### src/sv/vrt_pkg.sv
// ---------------------------------------------------------------------------
// vrt_pkg: shared types and constants for the voxel ray traversal unit
// Holds the fixed-point formats, the job record that goes from the setup
// front end to the walker, and the saturating add of t values.
// ---------------------------------------------------------------------------
package vrt_pkg;

  // t values are unsigned Q10.16; all ones stands for infinity
  localparam int T_W = 26;
  localparam logic [T_W-1:0] T_INF = {T_W{1'b1}};

  // cell coordinates carry sign and headroom past the largest grid
  localparam int C_W = 10;

  typedef logic [T_W-1:0] tval_t;
  typedef logic signed [C_W-1:0] coord_t;

  // one queued request: a map write or a fully set-up ray
  typedef struct packed {
    logic       is_cast;
    logic [5:0] wx;
    logic [5:0] wy;
    logic [5:0] wz;
    logic       wbit;
    coord_t     x;
    coord_t     y;
    coord_t     z;
    logic       nx;
    logic       ny;
    logic       nz;
    tval_t      tdx;
    tval_t      tdy;
    tval_t      tdz;
    tval_t      tmx;
    tval_t      tmy;
    tval_t      tmz;
    logic [23:0] limit;
  } job_t;

  // add two t values, saturating at infinity
  function automatic tval_t sat_add(input tval_t a, input tval_t b);
    logic [T_W:0] s;
    begin
      s = {1'b0, a} + {1'b0, b};
      sat_add = (s >= {1'b0, T_INF}) ? T_INF : s[T_W-1:0];
    end
  endfunction

endpackage

### src/sv/vrt_queue.sv
// ---------------------------------------------------------------------------
// vrt_queue: two-entry request queue between setup and walker
// ---------------------------------------------------------------------------
module vrt_queue (
  input  logic          clk,
  input  logic          rst,
  input  logic          push,
  input  vrt_pkg::job_t job_in,
  input  logic          pop,
  output vrt_pkg::job_t job_out,
  output logic          full,
  output logic          empty
);
  import vrt_pkg::*;

  job_t       ent [2];
  logic       wp;
  logic       rp;
  logic [1:0] count;

  assign full    = (count == 2'd2);
  assign empty   = (count == 2'd0);
  assign job_out = ent[rp];

  // store on push, advance on pop
  always_ff @(posedge clk) begin
    if (push) begin
      ent[wp] <= job_in;
    end
    if (rst) begin
      wp    <= 1'b0;
      rp    <= 1'b0;
      count <= 2'd0;
    end else begin
      if (push) begin
        wp <= ~wp;
      end
      if (pop) begin
        rp <= ~rp;
      end
      count <= count + {1'b0, push} - {1'b0, pop};
    end
  end

endmodule

### config.mk
export PLATFORM = sky130hd
export DESIGN_NAME = vrt_queue
export DESIGN_NICKNAME = d
export VERILOG_FILES = /design/src/sv/vrt_pkg.sv /design/src/sv/vrt_queue.sv
export SDC_FILE = /design/constraint.sdc
export NUM_CORES = 1
export LEC_CHECK = 0
export ABC_AREA = 1
export BUFFER_PORTS_ARGS = -buffer_cell sky130_fd_sc_hd__buf_2
export CAP_MARGIN = 20
export CORE_ASPECT_RATIO = 1.4
export CORE_UTILIZATION = 35
export DETAILED_ROUTE_END_ITERATION = 8
export PLACE_DENSITY = 0.64
export SKIP_CTS_REPAIR_TIMING = 1
export SYNTH_ARGS = -nofsm -noshare
export SYNTH_HDL_FRONTEND = slang
export SYNTH_SLANG_ARGS = --single-unit
### constraint.sdc
create_clock -name clk -period 17 [get_ports clk]
set_clock_uncertainty 0.2 [all_clocks]
set_input_delay 2.55 -clock clk [delete_from_list [all_inputs] [get_ports clk]]
set_output_delay 2.55 -clock clk [all_outputs]
set_load 0.02 [all_outputs]
==> flow_metrics.env, run 1 <==
export IMPL_hp_start="rp$_SDFFE_PP0P_"
export IMPL_clk_pin_slew_ns=0.06
export IMPL_hpwl_mm=26.72
export IMPL_dieArea_sq_um=51590
export IMPL_final_setup_tns_ns=0
export IMPL_cts_sinks=471
export IMPL_ant_nets=0
export IMPL_power_density_nw_per_um2=122.4
export IMPL_critPathBufInv=4
export IMPL_cp_end_kind="output pin"
export IMPL_hold_class="reg -> reg"
export IMPL_critPathTopFamily="buffers and inverters"
export IMPL_ys_warnings_count=0
export IMPL_critPathMaxFanout=64
export IMPL_tritoncts="built"
export IMPL_holdPathEnd="rp$_SDFFE_PP0P_"
export IMPL_clockBufferDepth=3
export IMPL_row_count=97
export IMPL_clockPowerShare_pct=37.5
export IMPL_root_buffer="clkbuf_16"
export IMPL_drt_initial_drc_count=401
export IMPL_start_util_pct=35.47
export IMPL_final_nets=1496
export IMPL_rsz0062_at_grt="no"
export IMPL_p_comb_share_pct=12.4
export IMPL_htreeDepth=2
export IMPL_yosys_area_top_type="edfxtp_1"
export IMPL_port_buffers=471
export IMPL_cpPeakStageDelay_ns=0.92
export IMPL_wl_mm=38.47
export IMPL_internal_power_uw=2100
export IMPL_p_seq_share_pct=50.1
export IMPL_wl_per_cell_um=19.80
export IMPL_finalSetupViolCount=0
export IMPL_syn_num_nets=995
export IMPL_hold_depth=2
export IMPL_switching_share_pct=22.93
export IMPL_start_kind="flip-flop"
export IMPL_finish_instance_area_sq_um=22260
export IMPL_fin_crit_ns=7.130
export IMPL_peakVddDrop_v=0.00008942
export IMPL_slew_viol_final=0
export IMPL_rrSetupSlack_ns=13.71
export IMPL_firstDrtPassIters=6
export IMPL_worstSetupPathType="reg -> out"
export IMPL_dr_total_vias=8779
export IMPL_slew_headroom_pct=30.87
export IMPL_yosysSeqAreaShare_pct=79.47
export IMPL_drc=0
export IMPL_leakagePower_uw=0.008646
export IMPL_synth_enable_flop_cells=466
export IMPL_hold_viol=0
export IMPL_core_sq_um=50000
export IMPL_tightestPinTransition_ns=1.037
export IMPL_worstReg2RegEnd="ent[1][108]$_DFFE_PP_"
export IMPL_synth_area_leaders="edfxtp_1 79%, mux2_4 14%, mux2_2 4.0%"
export IMPL_worstPathCellList="buf_4 > buf_4 > buf_4 > mux2_4 > buf_2"
export IMPL_cts_buffers=44
export IMPL_first_global_vias=9138
export IMPL_placed_area_sq_um=20730
export IMPL_grt_antenna_before_repair=14
export IMPL_worstPathArrival_ns=4.38
export IMPL_die_w_um=192.2
export IMPL_clock_latency_ns=0.55
export IMPL_grt_pass1_wl_mm=53.74
export IMPL_ys_types=14
export IMPL_gp_congestion=0.7633
export IMPL_critPathRequiredTime_ns=14.25
export IMPL_crit_top_cell="buf_4"
export IMPL_post_route_period_util_pct=41.94
export IMPL_overflow=0
export IMPL_fillers=4383
export IMPL_worst_r2r_cell_count=4
export IMPL_syn_area_sq_um=17730
export IMPL_r2r_start="wp$_SDFFE_PP0P_"
export IMPL_synthCells=756
export IMPL_synth_most_common_cell="edfxtp_1"
export IMPL_drive_above_1_share_pct=60.73
export IMPL_maxCapViolCount=0
export IMPL_grt_max_degree=122
export IMPL_power_switching_uw=624.7
export IMPL_synth_top_area_share_pct=78.91
export IMPL_ys_ff_latch=471
export IMPL_status="finished clean"
export IMPL_viasPerCell=4.518
export IMPL_avgSynthCellArea_sq_um=23.46
export IMPL_ioPinCount=472
export IMPL_synthArstFlopShare_pct=0
export IMPL_syn_to_final_growth_pct=25.52
export IMPL_synth_ff_type="edfxtp_1"
export IMPL_fmax_mhz=140.3
export IMPL_track_usage_pct=14.20
export IMPL_crit_slowest_cell="buf_4"
export IMPL_ys_top_cells_by_count="466 x edfxtp_1, 170 x mux2_4, 63 x mux2_2, 20 x buf_6"
export IMPL_die_h_um=268.3
tightest hold or removal path, stage by stage (launching register included):
cell and delay, ns:
dfxtp_1 0.32, xnor2_1 0.08, nor2_1 0.07
how the worst max path moves through the flow:
stage                          from  depth (start not counted)             endpoint
final                     flip-flop                          5         job_out[193]
after CTS                 flip-flop                          5         job_out[193]
after global routing      flip-flop                          5         job_out[193]
after detailed placement  flip-flop                          5         job_out[146]
after floorplan                push                          2  ent[0][0]$_DFFE_PP_
after global placement    flip-flop                          5         job_out[218]
final cells by class:
| cell class | count | area [sq um] | area share (%) |
|---|---|---|---|
| antenna | 9 | 22.52 | 0.1012 |
| clock buffer | 55 | 1204 | 5.407 |
| tap | 643 | 804.5 | 3.614 |
| multi-input combinational | 251 | 3363 | 15.11 |
| timing repair buffer | 481 | 2432 | 10.93 |
| inverter | 8 | 37.54 | 0.1686 |
| clock inverter | 25 | 299.0 | 1.343 |
| sequential | 471 | 14100 | 63.33 |
registers in the layout, summed over array words and instances (netlist names), named ones only:
signal  cells
ent       466
count       2
wp          1
rp          1
metal layers:
metal,GRT usage (%),routed length (um),up-vias
li1,-,-,4019
met1,14.21,13190,4339
met2,25.90,20900,318
met3,4.153,2669,95
met4,8.087,1659,8
met5,0,51,-
cells in the final DEF, fill, tap and decap left out:
cell type | netlist | final
ha_1 | 2 | 2
edfxtp_1 | 466 | 466
clkbuf_16 | 0 | 45
nor2_4 | 0 | 1
nand2_1 | 4 | 4
bufinv_16 | 0 | 7
clkbuf_1 | 0 | 6
a21oi_1 | 1 | 1
clkinv_1 | 0 | 7
clkinv_2 | 0 | 8
mux2_4 | 170 | 170
xnor2_1 | 1 | 1
diode_2 | 0 | 9
buf_2 | 6 | 471
nor3_1 | 1 | 1
nand3_1 | 1 | 1
buf_4 | 0 | 10
inv_1 | 8 | 7
dfxtp_1 | 5 | 4
clkinvlp_4 | 0 | 3
dfxtp_4 | 0 | 1
clkbuf_8 | 0 | 4
inv_8 | 0 | 1
mux2_2 | 63 | 63
nor2_1 | 8 | 7
power groups by stage:
stage	combinational (uW)	clock [uW]	sequential, uW
6_report	336	1020	1370
5_1_grt	359	1090	1370
4_1_cts	342	1050	1370
3_5_place_dp	342	0	1390
3_3_place_gp	338	0	1390
2_1_floorplan	231	0	1400
cell families (layout without fill, tap and decap cells):
family	after synthesis	count (layout)	share of synthesized area (%)
multiplexers	233	233	18.39
AND/OR/NAND/NOR	14	14	0.3104
flip-flops	471	471	79.47
buffers and inverters	34	569	1.609
AO/OA/AOI/OAI	1	1	0.02819
adder cells (fa/ha/maj)	2	2	0.1411
XOR/XNOR	1	1	0.04940
other	0	9	0
stage by stage:
step	setup slack, ns	total power, uW	hold slack [ns]	utilization (%)	std cells
after global placement	10.44	1727	0.2988	41.47	1854
after floorplan	3.639	1630	0.2799	-	756
after CTS	9.776	2760	0.3219	44.47	1934
final	9.870	2724	0.3155	44.52	1943
after detailed placement	10.37	1734	0.3058	41.47	1854
after global routing	9.607	2818	0.3553	44.51	1942
No activity file was read; power rests on OpenSTA's default activity.
==> inputs of run 2 (changes only) <==
--- a/config.mk
+++ b/config.mk
@@ -5,13 +5,13 @@
 export SDC_FILE = /design/constraint.sdc
 export NUM_CORES = 1
 export LEC_CHECK = 0
-export ABC_AREA = 1
+export ABC_AREA = 0
 export BUFFER_PORTS_ARGS = -buffer_cell sky130_fd_sc_hd__buf_2
 export CAP_MARGIN = 20
 export CORE_ASPECT_RATIO = 1.4
 export CORE_UTILIZATION = 35
 export DETAILED_ROUTE_END_ITERATION = 8
-export PLACE_DENSITY = 0.64
+export PLACE_DENSITY = 0.66
 export SKIP_CTS_REPAIR_TIMING = 1
 export SYNTH_ARGS = -nofsm -noshare
 export SYNTH_HDL_FRONTEND = slang
==> constraint.sdc (replaced) <==
create_clock -name clk -period 6 [get_ports clk]
set_clock_uncertainty 0.2 [all_clocks]
set_input_delay 0.9 -clock clk [delete_from_list [all_inputs] [get_ports clk]]
set_output_delay 0.9 -clock clk [all_outputs]
set_load 0.02 [all_outputs]
==> flow_metrics.env, run 2 <==
export IMPL_placed_cells=1840
export IMPL_fillers=4391
export IMPL_synth_ff_type="edfxtp_1"
export IMPL_reg_top3="ent (466), count (2)"
export IMPL_viasPerCell=4.500
export IMPL_post_route_period_util_pct=62.24
export IMPL_drive_above_1_share_pct=60.80
export IMPL_final_cell_mix="471 x buf_2, 466 x edfxtp_1, 170 x mux2_4"
export IMPL_root_buffer="clkbuf_16"
export IMPL_synth_enable_flop_cells=466
export IMPL_ys_types=13
export IMPL_fmax_mhz=267.8
export IMPL_critPathTopFamily="flip-flops"
export IMPL_worstPathCellList="buf_12 > mux2_4 > buf_2"
export IMPL_syn_to_final_growth_pct=25.96
export IMPL_avgSynthCellArea_sq_um=23.76
export IMPL_leakagePower_uw=0.008654
export IMPL_power_density_nw_per_um2=350.0
export IMPL_synth_most_common_cell="edfxtp_1"
export IMPL_core_sq_um=50000
export IMPL_synth_area_leaders="edfxtp_1 79%, mux2_4 14%, mux2_2 4.0%"
export IMPL_ant_nets=0
export IMPL_firstDrtPassIters=4
export IMPL_synthArstFlopShare_pct=0
export IMPL_yosysSeqAreaShare_pct=79.50
export IMPL_fin_crit_ns=3.734
export IMPL_dieArea_sq_um=51570
export IMPL_tritoncts="built"
export IMPL_final_nets=1484
export IMPL_ys_ff_latch=471
export IMPL_final_cells=1933
export IMPL_htreeDepth=2
export IMPL_final_common_cell="buf_2"
export IMPL_wl_per_cell_um=18.50
export IMPL_maxCapViolCount=0
export IMPL_drt_initial_drc_count=417
export IMPL_clockBufferDepth=3
export IMPL_final_setup_tns_ns=0
export IMPL_finalSetupViolCount=0
export IMPL_crit_slowest_cell="dfxtp_4"
export IMPL_ys_top_cells_by_count="466 x edfxtp_1, 170 x mux2_4, 63 x mux2_2, 20 x buf_6, 6 x buf_2"
export IMPL_status="finished clean"
export IMPL_start_util_pct=35.45
export IMPL_critPathMaxFanout=105
export IMPL_overflow=0
export IMPL_ioPinCount=472
export IMPL_hold_class="reg -> reg"
export IMPL_gp_congestion=0.7457
export IMPL_largest_reg_flops=466
export IMPL_slew_viol_final=0
export IMPL_die_h_um=268.3
export IMPL_syn_area_sq_um=17730
export IMPL_slew_headroom_pct=43.29
export IMPL_clk_pin_slew_ns=0.06
export IMPL_cts_sinks=471
export IMPL_syn_num_nets=985
export IMPL_yosys_area_top_type="edfxtp_1"
export IMPL_grt_antenna_before_repair=10
export IMPL_wl_mm=35.76
export IMPL_hold_viol=0
export IMPL_tightestPinTransition_ns=0.8507
export IMPL_grt_max_degree=123
export IMPL_die_w_um=192.2
export IMPL_track_usage_pct=13.12
export IMPL_drc=0
export IMPL_peakVddDrop_v=0.0004584
export IMPL_grt_pass1_wl_mm=50.92
export IMPL_first_global_vias=9151
export IMPL_worstPathArrival_ns=2.63
export IMPL_cpPeakStageDelay_ns=0.79
export IMPL_port_buffers=471
export IMPL_ys_warnings_count=0
export IMPL_clock_latency_ns=0.54
export IMPL_cp_end_kind="output pin"
export IMPL_synth_top_area_share_pct=78.94
export IMPL_dr_total_vias=8698
export IMPL_rsz0062_at_grt="no"
export IMPL_cts_buffers=46
export IMPL_hpwl_mm=24.37
export IMPL_worstSetupPathType="reg -> out"
export IMPL_synthCells=746
export IMPL_row_count=97
export IMPL_top_register="ent"
export IMPL_critPathRequiredTime_ns=4.90
export IMPL_critPathBufInv=2
export IMPL_start_kind="flip-flop"
[run 2: worst reg2reg max path, cell delays in order (launching register included)]
cell and delay, ns:
dfxtp_1 0.41, and2_4 0.21, buf_12 0.44
[run 2: final cells by class]
class                      count  area, sq um  share of cell area (%)
multi-input combinational    247         3381                   15.14
inverter                       2        7.507                 0.03362
timing repair buffer         477         2477                   11.09
tap                          643        804.5                   3.603
antenna                        7        17.52                 0.07845
clock buffer                  60         1277                   5.721
sequential                   471        14100                   63.13
clock inverter                26        266.5                   1.194
[run 2: per-layer routing]
metal  share of wire, %  global-route usage (%)
met5              0.075                       0
met4                2.9                   6.023
met3                7.5                   4.192
met2                 55                   24.36
met1                 34                   13.08
[run 2: where the power goes]
group	switching [uW]	internal (uW)
clock network	1170	1720
registers	59.4	3850
logic	576	443
[run 2: path summary, 6_finish.rpt]
kind | to | cells after the start | from | slack [ns]
setup / recovery | job_out[63] | 3 | flip-flop | 2.27
hold reg to reg | rp$_SDFFE_PP0P_ | 2 | rp$_SDFFE_PP0P_ | 0.31
hold / removal | rp$_SDFFE_PP0P_ | 2 | rp$_SDFFE_PP0P_ | 0.31
setup reg to reg | ent[1][108]$_DFFE_PP_ | 2 | wp$_SDFFE_PP0P_ | 4.17
[run 2: metrics by stage]
step / total power, uW / setup slack [ns] / hold WS, ns / util, % / area (sq um)
after global placement: 4986 / 2.778 / 0.2978 / 41.53 / 20770
final: 7816 / 2.266 / 0.3126 / 44.66 / 22330
after floorplan: 4666 / 0.9792 / 0.2799 / - / 17740
after global routing: 8094 / 2.128 / 0.2903 / 44.65 / 22330
after detailed placement: 5008 / 2.788 / 0.3094 / 41.53 / 20770
after CTS: 7928 / 2.174 / 0.2844 / 44.62 / 22310
[run 2: kinds of logic (layout without fill, tap and decap cells)]
kind of cell	Yosys count	count (layout)	share of synthesized area, %
multiplexers	233	233	18.40
other	0	7	0
flip-flops	471	471	79.50
AND/OR/NAND/NOR	9	9	0.2471
buffers and inverters	28	565	1.482
XOR/XNOR	3	3	0.2259
adder cells (fa/ha/maj)	2	2	0.1411
