===== src/sv/vrt_pkg.sv =====
// ---------------------------------------------------------------------------
// vrt_pkg: shared types and constants for the voxel ray traversal unit
// Holds the fixed-point formats, the job record that goes from the setup
// front end to the walker, and the saturating add of t values.
// ---------------------------------------------------------------------------
package vrt_pkg;

  // t values are unsigned Q10.16; all ones stands for infinity
  localparam int T_W = 26;
  localparam logic [T_W-1:0] T_INF = {T_W{1'b1}};

  // cell coordinates carry sign and headroom past the largest grid
  localparam int C_W = 10;

  typedef logic [T_W-1:0] tval_t;
  typedef logic signed [C_W-1:0] coord_t;

  // one queued request: a map write or a fully set-up ray
  typedef struct packed {
    logic       is_cast;
    logic [5:0] wx;
    logic [5:0] wy;
    logic [5:0] wz;
    logic       wbit;
    coord_t     x;
    coord_t     y;
    coord_t     z;
    logic       nx;
    logic       ny;
    logic       nz;
    tval_t      tdx;
    tval_t      tdy;
    tval_t      tdz;
    tval_t      tmx;
    tval_t      tmy;
    tval_t      tmz;
    logic [23:0] limit;
  } job_t;

  // add two t values, saturating at infinity
  function automatic tval_t sat_add(input tval_t a, input tval_t b);
    logic [T_W:0] s;
    begin
      s = {1'b0, a} + {1'b0, b};
      sat_add = (s >= {1'b0, T_INF}) ? T_INF : s[T_W-1:0];
    end
  endfunction

endpackage


===== src/sv/vrt_front.sv =====
// ---------------------------------------------------------------------------
// vrt_front: request intake and ray setup
// Latches a request; for a cast it squares the direction, takes the length by a
// bit-serial square root, then derives each axis step by serial division
// and the first boundary distance by one multiply.
// ---------------------------------------------------------------------------
module vrt_front (
  input  logic                clk,
  input  logic                rst,
  input  logic                start,
  input  logic                cmd,
  input  logic [5:0]          cell_x,
  input  logic [5:0]          cell_y,
  input  logic [5:0]          cell_z,
  input  logic                solid_bit,
  input  logic signed [15:0]  origin_x,
  input  logic signed [15:0]  origin_y,
  input  logic signed [15:0]  origin_z,
  input  logic signed [15:0]  dir_x,
  input  logic signed [15:0]  dir_y,
  input  logic signed [15:0]  dir_z,
  input  logic [15:0]         reach,
  input  logic                full,
  output logic                busy,
  output logic                push,
  output vrt_pkg::job_t       job
);
  import vrt_pkg::*;

  localparam logic [2:0] S_IDLE = 3'd0;
  localparam logic [2:0] S_SQ   = 3'd1;
  localparam logic [2:0] S_SQRT = 3'd2;
  localparam logic [2:0] S_DIV  = 3'd3;
  localparam logic [2:0] S_MUL  = 3'd4;
  localparam logic [2:0] S_TM   = 3'd5;
  localparam logic [2:0] S_PUSH = 3'd6;

  logic [2:0]         state;
  logic [4:0]         cnt;
  logic [1:0]         ax;
  logic signed [15:0] o_r [3];
  logic signed [15:0] d_r [3];
  logic [31:0]        sq_r;
  logic [31:0]        sum;
  logic [31:0]        rad;
  logic [33:0]        rem;
  logic [31:0]        root;
  logic [31:0]        q;
  logic [15:0]        drem;
  logic [34:0]        prod;
  tval_t              td_cur;

  logic signed [15:0] d_sel;
  logic signed [15:0] d_sq;
  logic [15:0]        mag;
  logic [35:0]        s_cur;
  logic [35:0]        s_trial;
  logic               s_ge;
  logic [16:0]        q_cur;
  logic               q_ge;
  logic [16:0]        q_dif;
  tval_t              td_sat;
  logic [7:0]         frac;
  logic [8:0]         bdist;
  tval_t              tm_new;
  logic [31:0]        sq_next;

  // per-axis operands and one step of each serial unit
  always_comb begin
    d_sel   = d_r[ax];
    d_sq    = (cnt[1:0] == 2'd3) ? 16'sd0 : d_r[cnt[1:0]];
    sq_next = 32'($signed(d_sq) * $signed(d_sq));
    mag     = d_sel[15] ? 16'(-d_sel) : d_sel;
    s_cur   = {rem, rad[31:30]};
    s_trial = {2'b00, root, 2'b01};
    s_ge    = s_cur >= s_trial;
    // the first division step reads the root as its dividend
    q_cur   = (state == S_DIV && cnt == 5'd0) ? {16'd0, root[31]} : {drem, q[31]};
    q_ge    = q_cur >= {1'b0, mag};
    q_dif   = q_cur - {1'b0, mag};
    td_sat  = (q >= {6'd0, T_INF}) ? T_INF : q[T_W-1:0];
    frac    = o_r[ax][7:0];
    bdist   = d_sel[15] ? {1'b0, frac} : (9'd256 - {1'b0, frac});
    if (td_cur == T_INF || prod[34:8] >= {1'b0, T_INF}) begin
      tm_new = T_INF;
    end else begin
      tm_new = prod[T_W+7:8];
    end
  end

  assign busy = (state != S_IDLE);
  assign push = (state == S_PUSH) && !full;

  // sequence one request through setup
  always_ff @(posedge clk) begin
    if (rst) begin
      state <= S_IDLE;
    end else begin
      case (state)
        S_IDLE: begin
          if (start) begin
            o_r[0] <= origin_x; o_r[1] <= origin_y; o_r[2] <= origin_z;
            d_r[0] <= dir_x;    d_r[1] <= dir_y;    d_r[2] <= dir_z;
            job.is_cast <= cmd;
            job.wx <= cell_x; job.wy <= cell_y; job.wz <= cell_z;
            job.wbit <= solid_bit;
            job.x <= coord_t'($signed(origin_x[15:8]));
            job.y <= coord_t'($signed(origin_y[15:8]));
            job.z <= coord_t'($signed(origin_z[15:8]));
            job.nx <= !(dir_x > 16'sd0);
            job.ny <= !(dir_y > 16'sd0);
            job.nz <= !(dir_z > 16'sd0);
            job.limit <= {reach, 8'd0};
            cnt <= '0;
            sum <= '0;
            state <= cmd ? S_SQ : S_PUSH;
          end
        end
        S_SQ: begin
          // square one axis a cycle, accumulate the previous square
          sq_r <= sq_next;
          if (cnt != 5'd0) begin
            sum <= sum + sq_r;
          end
          if (cnt == 5'd3) begin
            rad   <= sum + sq_r;
            rem   <= '0;
            root  <= '0;
            cnt   <= '0;
            state <= S_SQRT;
          end else begin
            cnt <= cnt + 5'd1;
          end
        end
        S_SQRT: begin
          // one root bit a cycle; low input half is all zeros
          if (s_ge) begin
            rem  <= 34'(s_cur - s_trial);
            root <= {root[30:0], 1'b1};
          end else begin
            rem  <= s_cur[33:0];
            root <= {root[30:0], 1'b0};
          end
          rad <= {rad[29:0], 2'b00};
          cnt <= cnt + 5'd1;
          if (cnt == 5'd31) begin
            ax    <= 2'd0;
            drem  <= '0;
            state <= S_DIV;
          end
        end
        S_DIV: begin
          if (cnt == 5'd0 && d_sel == 16'sd0) begin
            // zero component: infinite step on this axis
            td_cur <= T_INF;
            prod   <= '0;
            state  <= S_TM;
          end else begin
            if (cnt == 5'd0) begin
              q <= {root[30:0], q_ge};
            end else begin
              q <= {q[30:0], q_ge};
            end
            drem <= q_ge ? q_dif[15:0] : q_cur[15:0];
            cnt  <= cnt + 5'd1;
            if (cnt == 5'd31) begin
              state <= S_MUL;
            end
          end
        end
        S_MUL: begin
          td_cur <= td_sat;
          prod   <= 35'(bdist * td_sat);
          state  <= S_TM;
        end
        S_TM: begin
          case (ax)
            2'd0: begin job.tdx <= td_cur; job.tmx <= tm_new; end
            2'd1: begin job.tdy <= td_cur; job.tmy <= tm_new; end
            default: begin job.tdz <= td_cur; job.tmz <= tm_new; end
          endcase
          cnt  <= '0;
          drem <= '0;
          if (ax == 2'd2) begin
            state <= S_PUSH;
          end else begin
            ax    <= ax + 2'd1;
            state <= S_DIV;
          end
        end
        S_PUSH: begin
          if (!full) begin
            state <= S_IDLE;
          end
        end
        default: state <= S_IDLE;
      endcase
    end
  end

endmodule


===== config.mk =====
export PLATFORM = sky130hd
export DESIGN_NAME = vrt_front
export DESIGN_NICKNAME = d
export VERILOG_FILES = /design/src/sv/vrt_pkg.sv /design/src/sv/vrt_front.sv
export SDC_FILE = /design/constraint.sdc
export NUM_CORES = 2
export LEC_CHECK = 0
export ABC_CLOCK_PERIOD_IN_PS = 9100
export BUFFER_PORTS_ARGS = -buffer_cell sky130_fd_sc_hd__clkbuf_2
export CORE_MARGIN = 1
export CORE_UTILIZATION = 60
export CTS_BUF_LIST = sky130_fd_sc_hd__clkbuf_16
export CTS_CLUSTER_SIZE = 14
export DETAILED_ROUTE_END_ITERATION = 10
export PLACE_DENSITY = 0.8
export SLEW_MARGIN = 20
export SYNTH_ARGS = -nofsm -noshare
export SYNTH_HDL_FRONTEND = slang
export SYNTH_SLANG_ARGS = --single-unit

===== constraint.sdc =====
create_clock -name clk -period 9.1 [get_ports clk]
set_input_delay 1.82 -clock clk [delete_from_list [all_inputs] [get_ports clk]]
set_output_delay 1.82 -clock clk [all_outputs]
set_load 0.005 [all_outputs]

==> results_tabular.tex <==
\begin{tabular}{lr}
\hline
Metric & Value \\
\hline
\multicolumn{2}{l}{\textbf{Status}} \\
Outcome & finished clean \\
\multicolumn{2}{l}{\textbf{Route}} \\
Via count & 28980 \\
Total iterations of the first detailed-routing run & 6 \\
Detailed Route Iter0 Violations & 2550 \\
Vias/cell & 5.717 \\
Remaining DRCs & 0 \\
Total Wirelength & 96.37 mm \\
Wirelength per Cell & 19.01 um \\
Post-DRT Antenna Nets & 0 \\
\multicolumn{2}{l}{\textbf{STA}} \\
Upper clock frequency limit & 0.1163 GHz \\
Layout Skew & 0.07406 ns \\
Max-Slew Margin vs Limit & 28.27\% \\
Setup total negative slack & 0 ns \\
Hold violation count in the final report & 0 \\
Slew at the pin closest to its max-slew limit & 1.076 ns \\
Final Max Slew Viols & 0 \\
Unrepaired setup endpoints after global routing & no \\
Period minus WS final & 8.597 ns \\
Final cycle utilization of the critical path & 94.47\% \\
Final hold slack & 0.4949 ns \\
Final setup violation count & 0 \\
\multicolumn{2}{l}{\textbf{Synthesis}} \\
Part of the Yosys area used for sequential elements & 40.90\% \\
Share of synthesized registers carrying an async set or reset & 0\% \\
Flop and latch count out of synthesis & 567 \\
Syn Area/Cell & 10.93 sq um \\
Synth top area cells & sky130\_fd\_sc\_hd\_\_edfxtp\_1 41\%, sky130\_fd\_sc\_hd\_\_fa\_1 19\%, sky130\_fd\_sc\_hd\_\_ha\_1 6.8\% \\
Compound-gate portion of the synthesized area & 8.267\% \\
Multiplexer fraction of the synthesized cell area & 2.547\% \\
Cell taking the most area after synthesis & sky130\_fd\_sc\_hd\_\_edfxtp\_1 \\
EDFF count, synth & 560 \\
Share of synthesized cell area in full adder, half adder and majority cells & 26.25\% \\
Gate Count Post-Synth & 3794 \\
Share of synthesized cell area in and, or, nand and nor gates & 12.01\% \\
Dominant combinational cell family by area after synthesis & adder cells \\
Primary flip-flop cell chosen by synthesis mapping & sky130\_fd\_sc\_hd\_\_edfxtp\_1 \\
Synthesized cell area & 41450 sq um \\
Post-synth top area share & 40.57\% \\
Synth unique cells & 91 \\
XOR/XNOR share of the synthesized area & 3.085\% \\
Warning count from the yosys run & 0 \\
\multicolumn{2}{l}{\textbf{Layout}} \\
Diodes inserted & 0 \\
Total number of nets in the final design & 4901 \\
Non-filler cells in the finished layout & 5069 \\
Share of layout cells above drive strength 1 & 15.38\% \\
Final core utilization & 67.57\% \\
Area overhead of the layout relative to synthesis & 11.60\% \\
Fillcell total & 5151 \\
\multicolumn{2}{l}{\textbf{Setup path}} \\
Internal reg-to-reg setup slack & 0.50 ns \\
Biggest cell delay along the critical path & 0.80 ns \\
CP startpoint kind & flop \\
Crit path max-delay cell type & sky130\_fd\_sc\_hd\_\_ha\_1 \\
Cell occurring most often along the worst timing path & sky130\_fd\_sc\_hd\_\_fa\_1 \\
Class of the most critical setup path & flop to flop \\
Critical path arrival & 8.96 ns \\
Critical path's top delay family & adder cells \\
Worst Path Required & 9.46 ns \\
Worst path buffer plus inverter count & 6 \\
Sort of element at the end of the critical path & flop \\
Peak fanout along the critical path & 24 \\
\multicolumn{2}{l}{\textbf{Floorplan}} \\
Chip Height & 264.9 um \\
Initial standard-cell utilization of the core & 60.55\% \\
Overall die width & 264.9 um \\
Num ports & 371 \\
Die Area & 70150 sq um \\
Site row count & 96 \\
Core area & 68470 sq um \\
\multicolumn{2}{l}{\textbf{Place}} \\
Total instance count after detailed placement & 4958 \\
RD Place Congestion & 0.9296 \\
Estimated wirelength of the detail-placed design & 73.19 mm \\
Port Buf Inserts & 362 \\
\multicolumn{2}{l}{\textbf{Global route}} \\
Total grt overflow & 0 \\
Initial antenna violation count & 2 \\
Wire length of the first global-routing pass & 155.4 mm \\
Maximum number of pins on one net before global-route repair & 77 \\
Number of global-route vias before repair & 29810 \\
Total routing resource utilization after global routing & 28.17\% \\
\multicolumn{2}{l}{\textbf{Clock tree}} \\
Number of hold buffers added after cts & 0 \\
Reg clk slew, reported paths & 0.07 ns \\
Number of H-tree levels & 2 \\
Clock sink total & 567 \\
CTS resizes & 0 \\
Clock latency at the later pin of the worst-skew pair & 0.68 ns \\
Number of buffers inserted during clock tree synthesis & 59 \\
Maximum clock path buffer count & 3 \\
TritonCTS clock tree & yes \\
Post-CTS setup repair buffer count & 0 \\
CTS Root Cell & sky130\_fd\_sc\_hd\_\_clkbuf\_16 \\
\multicolumn{2}{l}{\textbf{Min path}} \\
Kind of path behind the tightest hold check & flop to flop \\
\multicolumn{2}{l}{\textbf{Flow run}} \\
Max-capacitance violation count & 0 \\
\hline
\end{tabular}
-- cells in the mapped netlist (18+ instances only) --
cell / count
sky130_fd_sc_hd__inv_1: 602
sky130_fd_sc_hd__edfxtp_1: 560
sky130_fd_sc_hd__nor2_1: 449
sky130_fd_sc_hd__fa_1: 403
sky130_fd_sc_hd__nand2_1: 324
sky130_fd_sc_hd__ha_1: 225
sky130_fd_sc_hd__a21oi_1: 135
sky130_fd_sc_hd__o21ai_0: 97
sky130_fd_sc_hd__xnor2_1: 89
sky130_fd_sc_hd__clkbuf_1: 88
sky130_fd_sc_hd__mux2i_1: 62
sky130_fd_sc_hd__or2_2: 57
sky130_fd_sc_hd__xor2_1: 57
sky130_fd_sc_hd__a21o_1: 55
sky130_fd_sc_hd__a211oi_1: 44
sky130_fd_sc_hd__nor3_1: 38
sky130_fd_sc_hd__mux2_2: 36
sky130_fd_sc_hd__nor2b_1: 36
sky130_fd_sc_hd__nand3_1: 33
sky130_fd_sc_hd__nand4_1: 31
sky130_fd_sc_hd__and2_1: 30
sky130_fd_sc_hd__nand2b_1: 30
sky130_fd_sc_hd__o21a_1: 28
sky130_fd_sc_hd__nor4_1: 20
sky130_fd_sc_hd__a211o_1: 19
sky130_fd_sc_hd__buf_4: 19
sky130_fd_sc_hd__a31oi_1: 18
-- flip-flops by register name (all words and copies together), names as in the netlist, named ones only --
name    count
d_r        48
o_r        24
job       219
drem       16
q          32
sum        32
sq_r       31
rad        32
td_cur     26
ax          2
state       3
cnt         5
root       32
rem        34
prod       27
-- placed cells by master, fill, tap and decap left out, types with 36 or more instances in the layout --
| cell type | instances |
|---|---|
| sky130_fd_sc_hd__or2_2 | 57 |
| sky130_fd_sc_hd__a21oi_1 | 134 |
| sky130_fd_sc_hd__nand2_1 | 324 |
| sky130_fd_sc_hd__mux2i_1 | 61 |
| sky130_fd_sc_hd__nor2_1 | 446 |
| sky130_fd_sc_hd__mux2_2 | 36 |
| sky130_fd_sc_hd__inv_1 | 611 |
| sky130_fd_sc_hd__nor3_1 | 36 |
| sky130_fd_sc_hd__xor2_1 | 57 |
| sky130_fd_sc_hd__buf_4 | 40 |
| sky130_fd_sc_hd__fa_1 | 403 |
| sky130_fd_sc_hd__a21o_1 | 55 |
| sky130_fd_sc_hd__xnor2_1 | 85 |
| sky130_fd_sc_hd__clkbuf_16 | 59 |
| sky130_fd_sc_hd__nor2b_1 | 36 |
| sky130_fd_sc_hd__clkbuf_2 | 362 |
| sky130_fd_sc_hd__ha_1 | 225 |
| sky130_fd_sc_hd__edfxtp_1 | 560 |
| sky130_fd_sc_hd__o21ai_0 | 97 |
| sky130_fd_sc_hd__a211oi_1 | 42 |
-- final cells by class --
type	count	area, sq um	area share, %
Clock inverter	52	555.5	1.201
Timing Repair Buffer	402	2112	4.565
Tap cell	882	1104	2.385
Sequential cell	567	16960	36.66
Multi-Input combinational cell	2498	21770	47.06
Clock buffer	59	1476	3.191
Inverter	609	2286	4.941
-- per-stage QoR --
step | cell area (sq um) | setup WS, ns
after floorplan | 41480 | 1.032
after global placement | 44210 | 0.9050
after detailed placement | 44220 | 0.6488
after CTS | 46260 | 0.5248
after global routing | 46260 | 0.02181
final | 46260 | 0.5031
-- worst reg2reg max path: stages, from the launching register on --
cell and delay, ns:
sky130_fd_sc_hd__edfxtp_1 0.42, sky130_fd_sc_hd__ha_1 0.80, sky130_fd_sc_hd__a211o_1 0.42, sky130_fd_sc_hd__clkinv_1 0.42
sky130_fd_sc_hd__nand2_1 0.23, sky130_fd_sc_hd__inv_1 0.09, sky130_fd_sc_hd__fa_1 0.55, sky130_fd_sc_hd__inv_1 0.06
sky130_fd_sc_hd__fa_1 0.50, sky130_fd_sc_hd__fa_1 0.51, sky130_fd_sc_hd__inv_1 0.05, sky130_fd_sc_hd__fa_1 0.46
sky130_fd_sc_hd__fa_1 0.55, sky130_fd_sc_hd__inv_1 0.06, sky130_fd_sc_hd__fa_1 0.53, sky130_fd_sc_hd__inv_1 0.04
sky130_fd_sc_hd__ha_1 0.35, sky130_fd_sc_hd__nand3_1 0.17, sky130_fd_sc_hd__a211oi_1 0.07, sky130_fd_sc_hd__a21boi_1 0.18
sky130_fd_sc_hd__o41a_1 0.44, sky130_fd_sc_hd__a41o_1 0.30, sky130_fd_sc_hd__o221ai_1 0.42, sky130_fd_sc_hd__o211ai_1 0.21
sky130_fd_sc_hd__a21o_1 0.19, sky130_fd_sc_hd__a21oi_1 0.17, sky130_fd_sc_hd__xnor2_1 0.10
-- metal layers --
layer / part of all wire [%] / global-route usage [%]
met4: 3.5 / 10.14
met2: 50 / 49.10
met1: 40 / 36.04
met5: 0.035 / 0
met3: 5.9 / 3.818
-- worst paths after layout --
check / end / cells after the start / from
worst max-delay path: sq_r[31]$_DFFE_PP_ / 26 / cnt[0]$_DFFE_PP_
worst min-delay path: job[116]$_DFFE_PP_ / 0 / td_cur[14]$_SDFFCE_PN1P_
worst max register to register: sq_r[31]$_DFFE_PP_ / 26 / cnt[0]$_DFFE_PP_
worst min register to register: job[116]$_DFFE_PP_ / 0 / td_cur[14]$_SDFFCE_PN1P_
-- kinds of logic after synthesis --
family | count (synthesis)
mux | 100
fa+ha+maj | 628
simple gates | 1106
compound gates | 510
other cells | 1
xor+xnor | 146
flops | 567
buf+inv | 736
Power is not shown: default switching activity piles up to over one toggle a cycle in this logic, so the estimate is an artifact.
